===== config.mk =====
export PLATFORM = sky130hd
export DESIGN_NAME = pbr_ctrl
export DESIGN_NICKNAME = d
export VERILOG_FILES = /design/src/design/pbr_pkg.sv /design/src/design/pbr_ctrl.sv
export SDC_FILE = /design/constraint.sdc
export NUM_CORES = 1
export LEC_CHECK = 0
export BUFFER_PORTS_ARGS = -buffer_cell sky130_fd_sc_hd__buf_4
export CAP_MARGIN = 10
export CORE_AREA = 2 2 39 41
export CTS_BUF_LIST = sky130_fd_sc_hd__clkbuf_8
export CTS_CLUSTER_SIZE = 25
export DETAILED_ROUTE_END_ITERATION = 8
export DIE_AREA = 0 0 41 43
export PLACE_DENSITY = 0.44
export SETUP_SLACK_MARGIN = 0.02
export SYNTH_ARGS = -nofsm -noshare
export SYNTH_HDL_FRONTEND = slang
export SYNTH_SLANG_ARGS = --single-unit
export TNS_END_PERCENT = 50

===== constraint.sdc =====
create_clock -name clk_i -period 1.1 [get_ports clk_i]
set_input_delay 0.11 -clock clk_i [delete_from_list [all_inputs] [get_ports clk_i]]
set_output_delay 0.11 -clock clk_i [all_outputs]
set_load 0.02 [all_outputs]

===== src/design/pbr_pkg.sv =====
// ----------------------------------------------------------------------------
// Page buffer replacement package
// Shared widths, request, status, policy and config register codes,
// controller states, and the controller-datapath command and status bundles.
// ----------------------------------------------------------------------------
package pbr_pkg;

  localparam int NumFrames = 16;
  localparam int FidxW     = $clog2(NumFrames);
  localparam int CntW      = FidxW + 1;
  localparam int PinW      = 8;
  localparam int StepW     = CntW + 1;
  localparam int IdW       = 32;
  localparam int TsW       = 32;
  localparam int CfgDataW  = 5;
  localparam int CfgIdxW   = 2;

  typedef enum logic [2:0] {
    REQ_GET   = 3'd0,
    REQ_ROOM  = 3'd1,
    REQ_UNPIN = 3'd2,
    REQ_DIRTY = 3'd3,
    REQ_FLUSH = 3'd4,
    REQ_FREE  = 3'd5,
    REQ_CLEAR = 3'd6,
    REQ_NONE  = 3'd7
  } req_e;

  typedef enum logic [2:0] {
    ST_OK       = 3'd0,
    ST_STALE    = 3'd1,
    ST_PINNED   = 3'd2,
    ST_ALL_PIN  = 3'd3,
    ST_ABSENT   = 3'd4
  } status_e;

  typedef enum logic [1:0] {
    POL_LRU   = 2'd0,
    POL_FIFO  = 2'd1,
    POL_CLOCK = 2'd2,
    POL_BAD   = 2'd3
  } policy_e;

  typedef enum logic [0:0] {
    CFG_POLICY   = 1'b0,
    CFG_CAPACITY = 1'b1
  } cfg_reg_e;

  typedef enum logic [2:0] {
    S_IDLE,
    S_LOOK,
    S_SCAN,
    S_EVICT,
    S_INSTALL,
    S_RESP
  } state_e;

  typedef struct packed {
    logic load;
    logic exec;
    logic scan_init;
    logic scan_step;
    logic evict;
  } cmd_t;

  typedef struct packed {
    logic need_scan;
    logic scan_done;
    logic victim_ok;
    logic is_get;
  } stat_t;

endpackage


===== src/design/pbr_ctrl.sv =====
// ----------------------------------------------------------------------------
// Page buffer replacement controller
// Sequences lookup, victim scan, eviction, install and the result cycle.
// ----------------------------------------------------------------------------
module pbr_ctrl (
  input  logic           clk_i,
  input  logic           rst_ni,
  input  logic           start_i,
  input  pbr_pkg::stat_t stat_i,
  output pbr_pkg::cmd_t  cmd_o,
  output logic           busy_o,
  output logic           done_o
);

  pbr_pkg::state_e state_q, state_d;

  // Next state.
  always_comb begin
    state_d = state_q;
    case (state_q)
      pbr_pkg::S_IDLE: begin
        if (start_i) state_d = pbr_pkg::S_LOOK;
      end
      pbr_pkg::S_LOOK: begin
        state_d = stat_i.need_scan ? pbr_pkg::S_SCAN : pbr_pkg::S_RESP;
      end
      pbr_pkg::S_SCAN: begin
        if (stat_i.scan_done) state_d = pbr_pkg::S_EVICT;
      end
      pbr_pkg::S_EVICT: begin
        state_d = (stat_i.victim_ok && stat_i.is_get) ? pbr_pkg::S_INSTALL
                                                      : pbr_pkg::S_RESP;
      end
      pbr_pkg::S_INSTALL: state_d = pbr_pkg::S_RESP;
      pbr_pkg::S_RESP:    state_d = pbr_pkg::S_IDLE;
      default:            state_d = pbr_pkg::S_IDLE;
    endcase
  end

  // Commands to the datapath.
  always_comb begin
    cmd_o  = '0;
    busy_o = 1'b1;
    done_o = 1'b0;
    case (state_q)
      pbr_pkg::S_IDLE: begin
        busy_o     = 1'b0;
        cmd_o.load = start_i;
      end
      pbr_pkg::S_LOOK: begin
        cmd_o.exec      = !stat_i.need_scan;
        cmd_o.scan_init = stat_i.need_scan;
      end
      pbr_pkg::S_SCAN: begin
        cmd_o.scan_step = !stat_i.scan_done;
      end
      pbr_pkg::S_EVICT:   cmd_o.evict = 1'b1;
      pbr_pkg::S_INSTALL: cmd_o.exec = 1'b1;
      pbr_pkg::S_RESP:    done_o = 1'b1;
      default:            busy_o = 1'b1;
    endcase
  end

  // State register.
  always_ff @(posedge clk_i or negedge rst_ni) begin
    if (!rst_ni) begin
      state_q <= pbr_pkg::S_IDLE;
    end else begin
      state_q <= state_d;
    end
  end

endmodule


## After elaboration in Yosys (flattened, before gate mapping)

Index checks and enable logic that the tools add are counted.

| word-level totals | value |
|---|---|
| register bits after elaboration | 3 |
| input bits | 7 |
| output and inout port bits | 7 |
| logic and storage cells | 25 |

| cells by class | value |
|---|---|
| eq/ne operators | 7 |
| multiplexer cells | 12 |
| reduce and logical (&&, ||, !) cells | 5 |

Operators by type and width:

| kind | number |
|---|---|
| $pmux 3 s5 | 1 |
| $mux 3 | 3 |
| $mux 1 | 7 |
| $eq 3x2->1 const B | 2 |
| $eq 3x3->1 const B | 2 |
| $ne 2x2->1 const B | 2 |
| $eq 3x1->1 const B | 1 |
| $logic_not 3->1 | 1 |
| $logic_not 1->1 | 2 |
| $pmux 1 s2 | 1 |
| $reduce_and 2->1 | 1 |
| $logic_and 1x1->1 | 1 |

## Depth between registers and ports, before layout

| depth | value |
|---|---|
| word-level depth | 3 |
| gate-level depth with buffers | 4 |
| depth with buffers taken out | 3 |

## Worst setup path after synthesis

No wires, ideal clock.

| timing | value |
|---|---|
| kind | register to output |
| start point | register state_q[2] |
| end point | output cmd_o[1] (netlist name) |
| data arrival time | 1273 ps |
| required time | 990 ps |
| setup slack | -283 ps |
| stages on the path, launching flop included | 3 |
| buffers on the path | 1 |
| cells stage by stage | dfrtp_1 buf_2 nor4b_1 |

RTL lines:

| element | RTL line | RTL |
|---|---|---|
| start: declaration | pbr_ctrl.sv:15 | `pbr_pkg::state_e state_q, state_d;` |
| start signal: assignment | pbr_ctrl.sv:67 | `state_q <= pbr_pkg::S_IDLE;` |
| start signal: assignment | pbr_ctrl.sv:69 | `state_q <= state_d;` |
| end: declaration | pbr_ctrl.sv:10 | `output pbr_pkg::cmd_t cmd_o,` |

==> reports/qor.txt <==
H-tree levels: 1
clock power share: 21.5%
GP Congestion: 0.696
synth cell count leaders: a21oi_1 (5), dfrtp_1 (3), inv_1 (3), nor2_1 (3)
Slew Limit Fails: 0
synth top area cells: dfrtp_1 (33%), a21oi_1 (11%), nor3b_2 (5.5%), buf_6 (4.9%), inv_1 (4.9%)
drt pass-1 iters: 4
worst-path cell chain: or3_4 -> nor2_4 -> buf_6
area leader, netlist: dfrtp_1
Avg WL per Cell: 8.51 um
outcome: complete, but fails checks
Leakage: 0.238 nW
drt drc: 0
setup repair after global routing missed its margin: true
critical path required time: 990 ps
nets: 62
CTS Sinks: 3
fin crit share: 120%
Hold Vio Cnt, Final: 0
Syn Nets: 36
vias in the first global route: 260
Worst-Margin Slew: 194 ps
gr usage total: 8.32%
max reg flops: 3
Int Pwr: 0.873 mW
Post-Syn Area per Cell: 7.90 sq um
Core ar.: 1380 sq um
area delta synth->final: 117%
Die Height: 43 um
layout cells sized above 1: 63.0%
startpoint types: register
reg2reg end: state_q[0]
crit-path max cell delay: 400 ps
failing checks: setup timing
Psw: 0.560 mW
final setup fails: 8
biggest registers after layout: state_q (3)
total power: 1.43 mW
Biggest register: state_q
met1 global-route usage: 10.9%
YS warnings: 0
Final HPWL DP: 453 um
IO Pins: 14
FP Rows: 14
synth unique cells: 17
WS Path Type: register to output port
buffers added on ports: 13
first-pass GRT wire length: 1010 um
minimum clock period: 1320 ps
flops & latches, synth: 3
Initial Util: 16.5%
Clk pin slew, worst setup/hold paths: 30 ps
fmax: 0.758 GHz
Die ar.: 1760 sq um
Post-synth top flop: dfrtp_1
final WL: 596 um
worst r2r src: state_q[0]
sequential share of power: 15.3%
die width: 41 um
total CTS buffers: 3
CTS root buf: clkbuf_8
CTS tree: done
largest vdd supply drop: 0.000814 V
diode count: 0
switching part of the total: 39.1%
cell count after synthesis: 29
FFs w/ async S/R, synth: 100%
Longest Clk Path Bufs: 2
Worst Setup End Kind: output port
Post-Syn Area: 229 sq um
FF-to-FF path depth: 4
register area share after synthesis: 32.8%
cell with the most instances after synthesis: a21oi_1
Crit Path Max Fanout: 5
max_cap viols: 0
Slew HR: 87.0%
initial antenna violation count: 0
met2 Track Usage GR: 11.6%
DRT antenna net count: 0
Clock Skew: 0.854 ps
Vias: 291
Worst path slowest cell: dfrtp_1
total grt overflow: 0
FF-to-FF setup slack: -30 ps
PnR worst setup slack: -218 ps
number of synthesized flops with an enable pin: 0
largest net degree at the start of global routing: 9
grt peak-use layer: met2
Logic pwr share: 63.2%
clock latency at the later pin of the worst-skew pair: 210 ps
M3 GR Usage: 4.71%
Vias/cell: 4.16
Hold WC Path Type: primary input to asynchronous set/reset pin
post-synth top area share: 32.8%
DRT iter0 DRCs: 7
Power Dens Cells: 2880 nW/um^2
Worst Path Arrival: 1210 ps
Setup TNS Final: -1170 ps
-- worst max path at each step --
stage | start | endpoint | slack, ps
finish | state_q[0] | cmd_o[4] | -220
global route | state_q[0] | cmd_o[4] | -280
detailed placement | state_q[2] | cmd_o[1] | -60
floorplan | state_q[0] | cmd_o[4] | -60
CTS | state_q[0] | cmd_o[4] | -230
global placement | state_q[2] | cmd_o[4] | -50
-- power by group through the flow --
stage / sequential, mW / combinational (mW) / clock, mW
2_1_floorplan: 0.174 / 0.501 / 0
3_3_place_gp: 0.234 / 0.737 / 0
3_5_place_dp: 0.232 / 0.727 / 0
4_1_cts: 0.221 / 0.863 / 0.314
5_1_grt: 0.231 / 0.996 / 0.333
6_report: 0.219 / 0.906 / 0.308
-- layout make-up --
cell class | instances | area (sq um)
Clock buffer | 3 | 41.3
Clock inverter | 1 | 3.75
Multi-Input combinational cell | 20 | 155
Tap cell | 16 | 20.0
Timing Repair Buffer | 24 | 190
Inverter | 3 | 11.3
Sequential cell | 3 | 76.3
Fill cell | 147 | 886
-- cell usage in the layout, fill, tap and decap left out, types with 2 or more instances in the layout --
cell       n
dfrtp_1    2
nor2_1     2
buf_4     21
clkbuf_8   3
buf_6      2
nand2_1    2
a21oi_1    5
inv_1      3
-- metal layers --
metal	share of wire (%)	up-vias
li1	-	150
met1	42	131
met2	48	10
met3	9.4	0
met4	0	0
met5	0	-
-- critical path: cells and delay by family (launching register included) --
kind                   cells  cell delay, ps
AND/OR/NAND/NOR            2             480
buffers and inverters      1             110
flip-flops                 1             400
-- per-stage QoR --
stage                     setup slack, ps  hold WS (ps)  cells  cell area (sq um)  utilization (%)
after global placement              -52.5         -97.5     61                382             27.6
after detailed placement            -59.9         -99.6     61                382             27.6
after CTS                            -230           227     70                480             34.7
final                                -218           223     70                498             36.0
after global routing                 -278           226     70                498             36.0
after floorplan                     -58.9          -186     29                240                -
-- logic make-up after synthesis --
kind of cell	after synthesis	synth area share [%]
AND/OR/NAND/NOR	12	32.8
AO/OA/AOI/OAI	8	20.2
buffers and inverters	6	14.2
flip-flops	3	32.8
-- repair_timing --
item,CTS,global route
endpoints found under the hold margin,3,0
buffers inserted,4,0
gates cloned,0,0
hold buffers,1,0
pin swaps,2,0
resized for setup,5,3
setup endpoints to repair,8,8
(Power assumes the default switching activity.)
